File: config.mk
export PLATFORM = sky130hd
export DESIGN_NAME = terminal_escape_key_decoder_flat
export DESIGN_NICKNAME = d
export VERILOG_FILES = /design/src/sv/tekd_pkg.sv /design/src/sv/tekd_if.sv /design/src/sv/tekd_in_stage.sv /design/src/sv/tekd_core.sv /design/src/sv/tekd_out_stage.sv /design/src/sv/terminal_escape_key_decoder.sv /design/src/flat_wrapper.sv
export SDC_FILE = /design/constraint.sdc
export NUM_CORES = 1
export LEC_CHECK = 0
export BUFFER_PORTS_ARGS = -buffer_cell sky130_fd_sc_hd__buf_2
export CAP_MARGIN = 30
export CORE_MARGIN = 1
export CORE_UTILIZATION = 45
export DETAILED_ROUTE_END_ITERATION = 16
export GPL_ROUTABILITY_DRIVEN = 0
export PLACE_DENSITY = 0.6
export SETUP_SLACK_MARGIN = 0.02
export SKIP_LAST_GASP = 1
export SLEW_MARGIN = 10
export SYNTH_ARGS = -nofsm -noshare
export SYNTH_HDL_FRONTEND = slang
export SYNTH_SLANG_ARGS = --single-unit
File: constraint.sdc
create_clock -name clk -period 6.5 [get_ports clk]
set_clock_uncertainty 0.1 [all_clocks]
set_input_delay 1.3 -clock clk [delete_from_list [all_inputs] [get_ports clk]]
set_output_delay 1.3 -clock clk [all_outputs]
set_load 0.05 [all_outputs]
File: src/sv/tekd_pkg.sv
// ============================================================================
// tekd_pkg: terminal escape key decoder package
// Shared widths, byte codes, key codes, channel structs and the tilde map.
// ============================================================================
package tekd_pkg;

    localparam int BYTE_W = 8;
    localparam int KEY_W  = 5;
    localparam int LEN_W  = 4;

    // Longest sequence body, counted from the control byte
    localparam logic [LEN_W-1:0] MAX_SEQ_LEN = LEN_W'(9);

    localparam logic [BYTE_W-1:0] BYTE_ESC   = 8'h1B;
    localparam logic [BYTE_W-1:0] BYTE_CSI   = 8'h5B;  // '['
    localparam logic [BYTE_W-1:0] BYTE_SS3   = 8'h4F;  // 'O'
    localparam logic [BYTE_W-1:0] CHAR_A     = 8'h41;
    localparam logic [BYTE_W-1:0] CHAR_B     = 8'h42;
    localparam logic [BYTE_W-1:0] CHAR_C     = 8'h43;
    localparam logic [BYTE_W-1:0] CHAR_D     = 8'h44;
    localparam logic [BYTE_W-1:0] CHAR_P     = 8'h50;
    localparam logic [BYTE_W-1:0] CHAR_Q     = 8'h51;
    localparam logic [BYTE_W-1:0] CHAR_R     = 8'h52;
    localparam logic [BYTE_W-1:0] CHAR_S     = 8'h53;
    localparam logic [BYTE_W-1:0] CHAR_0     = 8'h30;
    localparam logic [BYTE_W-1:0] CHAR_9     = 8'h39;
    localparam logic [BYTE_W-1:0] CHAR_SEMI  = 8'h3B;
    localparam logic [BYTE_W-1:0] CHAR_TILDE = 8'h7E;

    typedef enum logic [KEY_W-1:0] {
        KEY_NONE   = 5'd0,
        KEY_UP     = 5'd1,
        KEY_DOWN   = 5'd2,
        KEY_RIGHT  = 5'd3,
        KEY_LEFT   = 5'd4,
        KEY_HOME   = 5'd5,
        KEY_INSERT = 5'd6,
        KEY_DELETE = 5'd7,
        KEY_END    = 5'd8,
        KEY_PGUP   = 5'd9,
        KEY_PGDN   = 5'd10,
        KEY_F1     = 5'd11,
        KEY_F2     = 5'd12,
        KEY_F3     = 5'd13,
        KEY_F4     = 5'd14,
        KEY_F5     = 5'd15,
        KEY_F6     = 5'd16,
        KEY_F7     = 5'd17,
        KEY_F8     = 5'd18,
        KEY_F9     = 5'd19,
        KEY_F10    = 5'd20,
        KEY_F11    = 5'd21,
        KEY_F12    = 5'd22
    } key_code_t;

    typedef struct packed {
        logic              valid;
        logic [BYTE_W-1:0] rx_byte;
    } tekd_item_t;

    typedef struct packed {
        logic      valid;
        key_code_t key;
    } tekd_result_t;

    // Map the number in front of '~' to a key
    function automatic key_code_t tilde_key(input logic [BYTE_W-1:0] n);
        key_code_t k;
        unique case (n)
            8'd1:    k = KEY_HOME;
            8'd2:    k = KEY_INSERT;
            8'd3:    k = KEY_DELETE;
            8'd4:    k = KEY_END;
            8'd5:    k = KEY_PGUP;
            8'd6:    k = KEY_PGDN;
            8'd15:   k = KEY_F5;
            8'd17:   k = KEY_F6;
            8'd18:   k = KEY_F7;
            8'd19:   k = KEY_F8;
            8'd20:   k = KEY_F9;
            8'd21:   k = KEY_F10;
            8'd23:   k = KEY_F11;
            8'd24:   k = KEY_F12;
            default: k = KEY_NONE;
        endcase
        return k;
    endfunction

endpackage

File: src/sv/tekd_if.sv
// ============================================================================
// tekd_if: channel interfaces
// Byte input channel and key code output channel, valid/ready handshake.
// ============================================================================
interface tekd_rx_if;
    logic                          valid;
    logic                          ready;
    logic [tekd_pkg::BYTE_W-1:0]   rx_byte;

    modport source (output valid, output rx_byte, input ready);
    modport sink   (input valid, input rx_byte, output ready);
endinterface

interface tekd_key_if;
    logic                          valid;
    logic                          ready;
    logic [tekd_pkg::KEY_W-1:0]    key_code;

    modport source (output valid, output key_code, input ready);
    modport sink   (input valid, input key_code, output ready);
endinterface

File: src/sv/tekd_in_stage.sv
// ============================================================================
// tekd_in_stage: input register
// Holds one received byte until the decoder takes it.
// ============================================================================
module tekd_in_stage
(
    input  logic                 clk,
    input  logic                 rst_n,
    tekd_rx_if.sink              rx,
    input  logic                 take,
    output tekd_pkg::tekd_item_t item
);

    logic                        valid_reg;
    logic                        valid_next;
    logic [tekd_pkg::BYTE_W-1:0] byte_reg;
    logic                        load;

    assign rx.ready = !valid_reg || take;
    assign load     = rx.valid && rx.ready;

    always_comb
    begin
        if (load)
        begin
            valid_next = 1'b1;
        end
        else if (take)
        begin
            valid_next = 1'b0;
        end
        else
        begin
            valid_next = valid_reg;
        end
    end

    always_ff @(posedge clk or negedge rst_n)
    begin
        if (!rst_n)
        begin
            valid_reg <= 1'b0;
        end
        else
        begin
            valid_reg <= valid_next;
        end
    end

    always_ff @(posedge clk)
    begin
        if (load)
        begin
            byte_reg <= rx.rx_byte;
        end
    end

    assign item.valid   = valid_reg;
    assign item.rx_byte = byte_reg;

endmodule

File: src/sv/tekd_core.sv
// ============================================================================
// tekd_core: sequence state and key decode
// Tracks the escape sequence state and decodes one byte per cycle while the result register has space.
// ============================================================================
module tekd_core
(
    input  logic                   clk,
    input  logic                   rst_n,
    input  tekd_pkg::tekd_item_t   item,
    input  logic                   space,
    output tekd_pkg::tekd_result_t result
);

    logic                        in_seq_reg;
    logic                        in_seq_next;
    logic [tekd_pkg::LEN_W-1:0]  len_reg;
    logic [tekd_pkg::LEN_W-1:0]  len_next;
    logic [tekd_pkg::BYTE_W-1:0] ctrl_reg;
    logic [tekd_pkg::BYTE_W-1:0] ctrl_next;
    logic [tekd_pkg::BYTE_W-1:0] num_reg;
    logic [tekd_pkg::BYTE_W-1:0] num_next;
    logic [11:0]                 num_wide;
    logic [tekd_pkg::BYTE_W-1:0] b;
    logic                        step;

    assign b    = item.rx_byte;
    assign step = item.valid && space;

    // num * 10 + digit, as two shifted adds
    assign num_wide = {3'b000, num_reg, 1'b0} + {1'b0, num_reg, 3'b000}
                      + {8'h00, b[3:0]};

    always_comb
    begin
        in_seq_next  = in_seq_reg;
        len_next     = len_reg;
        ctrl_next    = ctrl_reg;
        num_next     = num_reg;
        result.valid = 1'b0;
        result.key   = tekd_pkg::KEY_NONE;

        if (step)
        begin
            priority if (!in_seq_reg)
            begin
                if (b == tekd_pkg::BYTE_ESC)
                begin
                    in_seq_next = 1'b1;
                end
            end
            else if (len_reg == '0)
            begin
                len_next  = tekd_pkg::LEN_W'(1);
                ctrl_next = b;
            end
            else if (len_reg >= tekd_pkg::MAX_SEQ_LEN)
            begin
                // overlong: drop the sequence
                in_seq_next = 1'b0;
                len_next    = '0;
                num_next    = '0;
            end
            else if (ctrl_reg == tekd_pkg::BYTE_CSI)
            begin
                len_next = len_reg + tekd_pkg::LEN_W'(1);
                priority if (b >= tekd_pkg::CHAR_A && b <= tekd_pkg::CHAR_D)
                begin
                    in_seq_next  = 1'b0;
                    len_next     = '0;
                    num_next     = '0;
                    result.valid = 1'b1;
                    unique case (b[1:0])
                        2'b01:   result.key = tekd_pkg::KEY_UP;
                        2'b10:   result.key = tekd_pkg::KEY_DOWN;
                        2'b11:   result.key = tekd_pkg::KEY_RIGHT;
                        default: result.key = tekd_pkg::KEY_LEFT;
                    endcase
                end
                else if (b >= tekd_pkg::CHAR_0 && b <= tekd_pkg::CHAR_9)
                begin
                    num_next = (num_wide > 12'd255) ? 8'hFF : num_wide[7:0];
                end
                else if (b == tekd_pkg::CHAR_SEMI)
                begin
                    num_next = '0;
                end
                else if (b == tekd_pkg::CHAR_TILDE)
                begin
                    in_seq_next  = 1'b0;
                    len_next     = '0;
                    num_next     = '0;
                    result.valid = 1'b1;
                    result.key   = tekd_pkg::tilde_key(num_reg);
                end
                else
                begin
                    // other bytes keep the sequence open
                end
            end
            else if (ctrl_reg == tekd_pkg::BYTE_SS3)
            begin
                len_next = len_reg + tekd_pkg::LEN_W'(1);
                if (b >= tekd_pkg::CHAR_P && b <= tekd_pkg::CHAR_S)
                begin
                    in_seq_next  = 1'b0;
                    len_next     = '0;
                    num_next     = '0;
                    result.valid = 1'b1;
                    unique case (b[1:0])
                        2'b00:   result.key = tekd_pkg::KEY_F1;
                        2'b01:   result.key = tekd_pkg::KEY_F2;
                        2'b10:   result.key = tekd_pkg::KEY_F3;
                        default: result.key = tekd_pkg::KEY_F4;
                    endcase
                end
            end
            else
            begin
                // unknown control byte: end quietly
                in_seq_next = 1'b0;
                len_next    = '0;
                num_next    = '0;
            end
        end
    end

    always_ff @(posedge clk or negedge rst_n)
    begin
        if (!rst_n)
        begin
            in_seq_reg <= 1'b0;
            len_reg    <= '0;
            ctrl_reg   <= '0;
            num_reg    <= '0;
        end
        else
        begin
            in_seq_reg <= in_seq_next;
            len_reg    <= len_next;
            ctrl_reg   <= ctrl_next;
            num_reg    <= num_next;
        end
    end

endmodule

File: src/sv/tekd_out_stage.sv
// ============================================================================
// tekd_out_stage: result register
// Holds one decoded key code until the sink takes it.
// ============================================================================
module tekd_out_stage
(
    input  logic                   clk,
    input  logic                   rst_n,
    input  tekd_pkg::tekd_result_t result,
    output logic                   space,
    tekd_key_if.source             key
);

    logic                valid_reg;
    logic                valid_next;
    tekd_pkg::key_code_t key_reg;
    logic                load;

    assign space = !valid_reg || key.ready;
    assign load  = space && result.valid;

    always_comb
    begin
        if (load)
        begin
            valid_next = 1'b1;
        end
        else if (key.ready)
        begin
            valid_next = 1'b0;
        end
        else
        begin
            valid_next = valid_reg;
        end
    end

    always_ff @(posedge clk or negedge rst_n)
    begin
        if (!rst_n)
        begin
            valid_reg <= 1'b0;
        end
        else
        begin
            valid_reg <= valid_next;
        end
    end

    always_ff @(posedge clk)
    begin
        if (load)
        begin
            key_reg <= result.key;
        end
    end

    assign key.valid    = valid_reg;
    assign key.key_code = key_reg;

endmodule

File: src/sv/terminal_escape_key_decoder.sv
// ============================================================================
// terminal_escape_key_decoder: terminal key escape sequence decoder
// Turns a stream of terminal bytes into key codes for arrows, editing keys
// and F1-F12.
// ============================================================================
// The block takes one byte per clock cycle on rx and gives at most one key
// code on key for each byte. A byte is held in an input register and is
// decoded against the sequence state once the result register has room;
// a decoded key is then written into the result register and shows on key
// from there. Bytes that finish no key give nothing.
// The rate is one byte per cycle as long as key is taken. While a key code
// waits in the result register, decoding holds for every byte, not only for
// the next key. rx then takes one more byte into the input register and
// stalls until key is taken.
module terminal_escape_key_decoder
(
    input  logic       clk,
    input  logic       rst_n,
    tekd_rx_if.sink    rx,
    tekd_key_if.source key
);

    tekd_pkg::tekd_item_t   item;
    tekd_pkg::tekd_result_t result;
    logic                   space;

    tekd_in_stage u_in_stage
    (
        .clk   (clk),
        .rst_n (rst_n),
        .rx    (rx),
        .take  (space),
        .item  (item)
    );

    tekd_core u_core
    (
        .clk    (clk),
        .rst_n  (rst_n),
        .item   (item),
        .space  (space),
        .result (result)
    );

    tekd_out_stage u_out_stage
    (
        .clk    (clk),
        .rst_n  (rst_n),
        .result (result),
        .space  (space),
        .key    (key)
    );

endmodule

File: src/flat_wrapper.sv
// flat-port wrapper written by rule: the top's interface ports become plain ports
module terminal_escape_key_decoder_flat 
  (clk, rst_n, rx_valid, rx_rx_byte, rx_ready, key_valid, key_key_code, key_ready);
  tekd_rx_if rx_i ();
  tekd_key_if key_i ();
  input  logic clk;
  input  logic rst_n;
  input wire logic [$bits(rx_i.valid)-1:0] rx_valid;
  input wire logic [$bits(rx_i.rx_byte)-1:0] rx_rx_byte;
  output wire logic [$bits(rx_i.ready)-1:0] rx_ready;
  output wire logic [$bits(key_i.valid)-1:0] key_valid;
  output wire logic [$bits(key_i.key_code)-1:0] key_key_code;
  input wire logic [$bits(key_i.ready)-1:0] key_ready;
  assign rx_i.valid = rx_valid;
  assign rx_i.rx_byte = rx_rx_byte;
  assign rx_ready = rx_i.ready;
  assign key_valid = key_i.valid;
  assign key_key_code = key_i.key_code;
  assign key_i.ready = key_ready;
  terminal_escape_key_decoder u_core (.clk(clk), .rst_n(rst_n), .rx(rx_i), .key(key_i));
endmodule
=== After elaboration in Yosys (flattened, before gate mapping) ===
Memory sizes are Yosys's and may differ from the RTL's.
Cells that the tools add are included.

* Flip-flop bits (word level): 36
* Latch bits: 0
* RAM bits: 0
* Bits in read-only memories: 160
* Input port bits: 12
* Output and inout port bits: 7
* Memories: 1

{| class="wikitable"
|+ Memory list
! name !! words !! width !! read ports !! clocked after memory_dff !! write ports !! RTL line !! text
|-
| (no name shown) || 32 || 5 || 1 || 0 || 0 || tekd_pkg.sv:69 || <nowiki>unique case (n)</nowiki>
|}

* Add/subtract/negate cells: 3
* $mul: 0
* Div/mod/pow operators: 0
* Order comparisons: 8
* Eq/ne operators: 10
* Shift-type cells: 0
* Mux-type cells: 47
* Bitwise gates (word level): 3
* Reductions and logical operators: 19

{| class="wikitable"
|+ Operators with widths
! cell !! count
|-
| $mux W8 || 9
|-
| $mux W6 || 11
|-
| $mux W4 || 9
|-
| $eq A8 B7 Y1 const B || 3
|-
| $pmux W3 S3 || 2
|-
| $ge A8 B7 Y1 const B || 2
|-
| $le A8 B7 Y1 const B || 2
|-
| $mux W1 || 15
|-
| $add A12 B4 Y12 || 1
|-
| $add A9 B11 Y12 || 1
|-
| $gt A12 B8 Y1 const B || 1
|-
| $eq A8 B5 Y1 const B || 1
|-
| $eq A8 B6 Y1 const B || 1
|-
| $ge A8 B6 Y1 const B || 1
|-
| $le A8 B6 Y1 const B || 1
|-
| $logic_and A1 B1 Y1 || 6
|-
| $ne A6 B2 Y1 const B || 1
|-
| $mux W5 || 1
|-
| $reduce_and A5 Y1 || 1
|-
| $add A4 B1 Y4 const B || 1
|-
| $eq A2 B2 Y1 const B || 2
|-
| $ge A4 B4 Y1 const B || 1
|-
| $logic_not A4 Y1 || 1
|-
| $ne A4 B3 Y1 const B || 1
|-
| 10 further kinds || 15
|}

=== Logic depth before layout (Yosys ltp) ===
Gate-level depths: netlist of run 1.

* Word-level depth: 13
* Gate-level depth with buffers: 9
* Mapped depth without buffers: 8

=== Hierarchy ===
From an unflattened synthesis of run 1, not the netlist that was laid out.

* Cell total of the unflattened synthesis: 246
* Area, all modules: 2534.9 µm²

{| class="wikitable"
|+ Modules (own cells, without submodules)
! module !! instances !! cells each !! area each (µm²) !! seq. area each (µm²)
|-
| tekd_core || 1 || 224 || 2029.4 || 525.5
|-
| tekd_in_stage || 1 || 13 || 301.5 || 265.3
|-
| tekd_out_stage || 1 || 9 || 203.9 || 175.2
|}

=== Least setup slack after synthesis of run 1 ===
Ideal clock, no wire load.

* Path kind: input to output
* From: input key_ready
* To: output rx_ready
* Data arrival time: 1.783 ns
* Required time: 5.100 ns
* Path slack: 3.317 ns
* Stages on the path: 1
* Path buffers: 0
* Cell sequence: nand3b_1

* Longest elaborated chain between the ends: 2

{| class="wikitable"
|+ Ends and longest elaborated chain
! element !! RTL line !! text
|-
| start, declared || flat_wrapper.sv:13 || <nowiki>input wire logic [$bits(key_i.ready)-1:0] key_ready;</nowiki>
|-
| $logic_or A1 B1 Y1 || tekd_out_stage.sv:19 || <nowiki>assign space = !valid_reg || key.ready;</nowiki>
|-
| $logic_or A1 B1 Y1 || tekd_in_stage.sv:19 || <nowiki>assign rx.ready = !valid_reg || take;</nowiki>
|-
| end, declared || flat_wrapper.sv:10 || <nowiki>output wire logic [$bits(rx_i.ready)-1:0] rx_ready;</nowiki>
|}

Every way passes these cells.

=== Worst setup path after layout of run 1 ===
Ends and elaborated chain as after synthesis.

==> qor.yml, run 1 <==
crit_arrival_ps: 1800
setup-violations-final: 0
slew_headroom_pct: 55.3
worst_path_max_delay_cell: "buf_2"
n_antenna_cell: 0
synth_top_family_by_area: "simple AND/OR/NAND/NOR gates"
fillCellCount: 537
cts_tree: "built"
crit_path_frequent_cell: "buf_2"
cts_root_buffer: "clkbuf_8"
synth-seq-area-share_pct: 38.0
first_global_vias: 1861
hp-start: "u_core.u_core.ctrl_reg[1]"
place_area_sq_um: 2700
peakVddDrop_v: 0.000120
cp_num_buf_inv: 2
dr.pass1.iters: 4
synthXorXnorAreaFrac_pct: 1.38
grt_max_degree: 24
drive_gt1_share_pct: 14.3
rsz0062_at_grt: "false"
initial_core_util_pct: 46.5
cts_resized: 0
worstPathRequired_ps: 5100
h-tree-depth: 2
synth-seq-cells: 36
viasPerCell: 5.50
hold_violations: 0
drt-initial-drc-count: 91
hp-class: "register to register"
wire_per_inst_microns: 14.2
avgSynthCellArea_sq_um: 9.83
clk_latency_ps: 290
powerDensity_nw_per_um2: 199
area_growth_pct: 10.5
ys_warn_count: 0
die_h_microns: 77.2
grt_pass1_wl_microns: 8780
synthCells: 259
crit_fanout: 3
post-route-period-util_pct: 49.2
synth_mux_area_share_pct: 4.23
slew_viol_final: 0
cts.path.max_buffers: 2
cts_hold_buf: 0
cts_made_buffers: 5
totalPowerFinal_mw: 0.561
p_leak_nw: 1.35
rows: 27
yosys.cell_types.count: 52
die_area_sq_um: 5960
drv_cap: 0
instances_no_fill: 351
grt_use_total_pct: 18.5
dp_hpwl_microns: 3810
grt_overflow: 0
antenna_found_initial: 0
port_buffers: 18
syn_area_sq_um: 2540
placed_cells: 343
clock_sinks: 36
critPathTopFamily: "buffers and inverters"
synthAdderAreaFrac_pct: 16.8
multi_input_area_sq_um: 1520
synth_edf_count: 13
io-pin-count: 19
synthArstFlopShare_pct: 63.9
synth-simple-area-share_pct: 19.7
worst_pin_slew_ps: 667
syn_nets: 304
setup_tns_ps: 0
critPathMaxStageDelay_ps: 230
final_cell_area_sq_um: 2810
routed_wl_microns: 4970
clk_pin_slew_ps: 70
path_cells: "buf_2 -> nand3b_1 -> buf_2"
synth_ff_type: "dfrtp_1"
worstSetupStartpoint: "key_ready"
cp-end-kind: "primary output"
fin_nets: 323
ant_nets: 0
rr_startpoint: "u_core.u_core.num_reg[2]"
vias: 1930
register_area_sq_um: 966
startpoint_type: "primary input"
status: "finished, final reports clean"
path_class: "primary input to primary output"
die_x_microns: 77.2
postCtsSetupBuffers: 0
period_needed_ps: 3200
coreArea_sq_um: 5470
fmax_mhz: 312
synth-compound-area-share_pct: 17.7
drc: 0
-- cells in the mapped netlist, types with 2 or more instances --
library cell / instances / area, sq um
a211oi_1: 4 / 30.0
a21o_1: 5 / 37.5
a21oi_1: 14 / 70.1
a22oi_1: 9 / 67.6
a31oi_1: 3 / 18.8
and2_1: 3 / 18.8
and3_1: 3 / 18.8
clkbuf_1: 4 / 15.0
dfrtp_1: 23 / 576
edfxtp_1: 13 / 390
fa_1: 2 / 40.0
ha_1: 31 / 388
inv_1: 9 / 33.8
mux2_2: 6 / 67.6
mux2i_1: 4 / 40.0
nand2_1: 28 / 105
nand2b_1: 6 / 37.5
nand3_1: 5 / 25.0
nand3b_1: 4 / 30.0
nand4_1: 3 / 18.8
nand4b_1: 3 / 26.3
nor2_1: 20 / 75.1
nor2b_1: 2 / 12.5
nor3_1: 7 / 35.0
nor4_1: 2 / 12.5
o21a_1: 4 / 30.0
o21ai_0: 14 / 70.1
or2_2: 2 / 12.5
xor2_1: 3 / 26.3
-- final timing paths --
kind                                                   to  slack, ps  depth (start not counted)
max in group asynchronous       u_core.u_core.ctrl_reg[5]       5050                          1
worst max-delay path                             rx_ready       3300                          3
worst min-delay path            u_core.u_core.ctrl_reg[1]        390                          2
min in group asynchronous        u_core.u_core.num_reg[1]        890                          1
worst min register to register  u_core.u_core.ctrl_reg[1]        390                          2
worst max register to register   u_core.u_core.num_reg[0]       3450                          7
-- power by group --
part           switching, mW  total (mW)  internal [mW]
logic                 0.0430      0.0828         0.0399
clock network         0.0820       0.195          0.113
registers             0.0219       0.283          0.261
total                  0.147       0.561          0.414
-- layer usage --
metal | vias up | global-route usage (%) | part of all wire, %
met5 | - | 0 | 0
li1 | 989 | - | -
met2 | 32 | 29.9 | 46
met3 | 5 | 2.86 | 2.7
met1 | 904 | 25.7 | 50
met4 | 0 | 5.09 | 0.86
-- final cells by class --
| cell class | count | area share (%) |
|---|---|---|
| multi-input cells | 208 | 54.1 |
| inverters | 9 | 1.20 |
| flip-flops and latches | 36 | 34.3 |
| repair buffers | 18 | 3.20 |
| well taps | 72 | 3.20 |
| clock inverters | 3 | 1.51 |
| clock buffers | 5 | 2.45 |
-- stage by stage --
step | setup slack (ps) | hold WS [ps] | util [%]
6_report | 3300 | 393 | 51.4
5_1_grt | 3210 | 413 | 51.4
4_1_cts | 3300 | 401 | 51.4
3_5_place_dp | 3300 | 382 | 49.4
3_3_place_gp | 3310 | 380 | 49.4
2_1_floorplan | 3320 | 350 | -
-- worst min-delay path: cells and delay by family (launching register included) --
| family | cells | cell delay (ps) |
|---|---|---|
| flip-flops | 1 | 340 |
| AO/OA/AOI/OAI | 1 | 70 |
| AND/OR/NAND/NOR | 1 | 50 |
-- layout by cell type, fill, tap and decap left out, types with 3 or more instances in the layout --
master    count
a211oi_1      4
a21o_1        5
a21oi_1      14
a22oi_1       9
a31oi_1       3
and2_1        3
and3_1        3
buf_2        18
clkbuf_8      5
dfrtp_1      23
edfxtp_1     13
ha_1         31
inv_1         9
mux2_2        6
mux2i_1       4
nand2_1      28
nand2b_1      6
nand3_1       5
nand3b_1      4
nand4_1       3
nand4b_1      3
nor2_1       20
nor3_1        7
o21a_1        4
o21ai_0      14
xor2_1        3
-- cells by family after synthesis --
family          Yosys count
compound gates           65
flops                    36
fa+ha+maj                33
xor+xnor                  4
simple gates             96
mux                      10
buf+inv                  15
(Power assumes the default switching activity.)
==> run 2: changes to the inputs <==
==> constraint.sdc (replaced) <==
create_clock -name clk -period 3.15 [get_ports clk]
set_clock_uncertainty 0.1 [all_clocks]
set_input_delay 0.63 -clock clk [delete_from_list [all_inputs] [get_ports clk]]
set_output_delay 0.63 -clock clk [all_outputs]
set_load 0.05 [all_outputs]
==> qor.yml, run 2 (same netlist as run 1, synthesis figures left out) <==
drv_cap: 0  # unchanged
dp_hpwl_microns: 3830  # +0.55%
place_area_sq_um: 2730  # +1.1%
cts_hold_buf: 0  # unchanged
setup_tns_ps: 0  # unchanged
final_common_cell: "ha_1"
initial_core_util_pct: 46.5  # unchanged
routed_wl_microns: 5030  # +1.0%
final_cell_area_sq_um: 2840  # +0.93%
h-tree-depth: 2  # unchanged
totalPowerFinal_mw: 1.15  # +100%
path_class: "register to register"
cts_root_buffer: "clkbuf_8"
first_global_vias: 1816  # -2.4%
period_needed_ps: 2770
crit_arrival_ps: 2820  # +1020 ps
p_leak_nw: 1.33  # -1.4%
cts_made_buffers: 5  # unchanged
drc: 0  # unchanged
hp-class: "primary input to asynchronous set/reset pin"
instances_no_fill: 355  # +1.1%
grt_use_total_pct: 18.6  # +0.076 points
clock_sinks: 36  # unchanged
die_x_microns: 77.2  # unchanged
cp-end-kind: "register"
area_growth_pct: 11.6
worstPathRequired_ps: 3210  # -1890 ps
rows: 27  # unchanged
powerDensity_nw_per_um2: 405  # +100%
peakVddDrop_v: 0.000256  # +110%
layout_setup_ws_ps: 384  # -2920 ps
drt-initial-drc-count: 106  # +16%
whs_ps: 228  # -165 ps
die_h_microns: 77.2  # unchanged
drive_gt1_share_pct: 15.2  # +0.86 points
crit_fanout: 8  # +5
rsz0062_at_grt: "false"
clk_pin_slew_ps: 70  # about the same
post-place-ws_ps: 390  # -2910 ps
slew_viol_final: 0  # unchanged
coreArea_sq_um: 5470  # unchanged
port_buffers: 18  # unchanged
post-route-period-util_pct: 87.8
postCtsSetupBuffers: 0  # unchanged
ant_nets: 0  # unchanged
io-pin-count: 19  # unchanged
wire_per_inst_microns: 14.2  # about the same
worst_pin_slew_ps: 550  # -117 ps
antenna_found_initial: 0  # unchanged
grt_overflow: 0  # unchanged
fin_nets: 327  # +1.2%
grt_max_degree: 24  # unchanged
n_antenna_cell: 0  # unchanged
dr.pass1.iters: 4  # unchanged
placed_cells: 347  # +1.2%
die_area_sq_um: 5960  # unchanged
cts_tree: "built"
clk_latency_ps: 280  # about the same
fillCellCount: 517  # -3.7%
vias: 1920  # -0.52%
startpoint_type: "register"
slew_headroom_pct: 63.4  # +8.1 points
setup-violations-final: 0  # unchanged
hold_violations: 0  # unchanged
grt_pass1_wl_microns: 8700  # -0.95%
viasPerCell: 5.41  # -1.6%
mostFrequentLayoutCells: "ha_1 (31), nand2_1 (28), dfrtp_1 (23)"
fmax_mhz: 361
r2r_cells: 8  # +1
cts_resized: 0  # unchanged
status: "finished, final reports clean"
cts.path.max_buffers: 2  # unchanged
post-route-util_pct: 51.9  # +0.48 points
[run 2: cell count changes in the layout (fill, tap and decap cells not counted)]
| cell | change |
|---|---|
| buf_4 | +4 |
| clkbuf_1 | +1 |
| clkinvlp_4 | -1 |
[run 2: path summary, 6_finish.rpt]
path | slack, ps | from | end
worst max-delay path | 380 | u_core.u_in_stage.byte_reg[2] | u_core.u_core.num_reg[7]
worst min-delay path | 230 | rst_n | u_core.u_core.num_reg[1]
worst max register to register | 380 | u_core.u_in_stage.byte_reg[2] | u_core.u_core.num_reg[7]
worst min register to register | 390 | u_core.u_core.ctrl_reg[1] | u_core.u_core.ctrl_reg[1]
max in group asynchronous | 2360 | rst_n | u_core.u_core.ctrl_reg[6]
min in group clk | 390 | u_core.u_core.ctrl_reg[1] | u_core.u_core.ctrl_reg[1]
[run 2: area by class of cell]
type | count | area (sq um) | share of cell area, %
flip-flops and latches | 36 | 966 | 34.0
clock buffers | 6 | 72.6 | 2.56
well taps | 72 | 90.1 | 3.17
clock inverters | 2 | 35.0 | 1.23
repair buffers | 22 | 120 | 4.23
inverters | 9 | 33.8 | 1.19
multi-input cells | 208 | 1520 | 53.6
[run 2: power breakdown]
part           leakage (nW)  internal [mW]  switching, mW  total [mW]
Sequential            0.425          0.538         0.0442       0.583
Combinational         0.851         0.0841         0.0885       0.173
Clock                0.0552          0.235          0.159       0.393
Total                  1.33          0.857          0.291        1.15
[run 2: worst max-delay path: stages, from the launching register on]
cell	delay (ps)
edfxtp_1	490
ha_1	340
ha_1	230
fa_1	430
a211o_1	320
nand4b_1	100
nand3_1	120
o31ai_4	420
nand2_1	100
[run 2: layer usage]
metal	global-route usage (%)	share of wire, %	routed length (microns)	up-vias
li1	-	-	-	998
met1	27.2	53	2660	890
met2	27.8	43	2150	26
met3	3.21	3.0	150	6
met4	5.85	1.3	64	0
met5	0	0	0	-
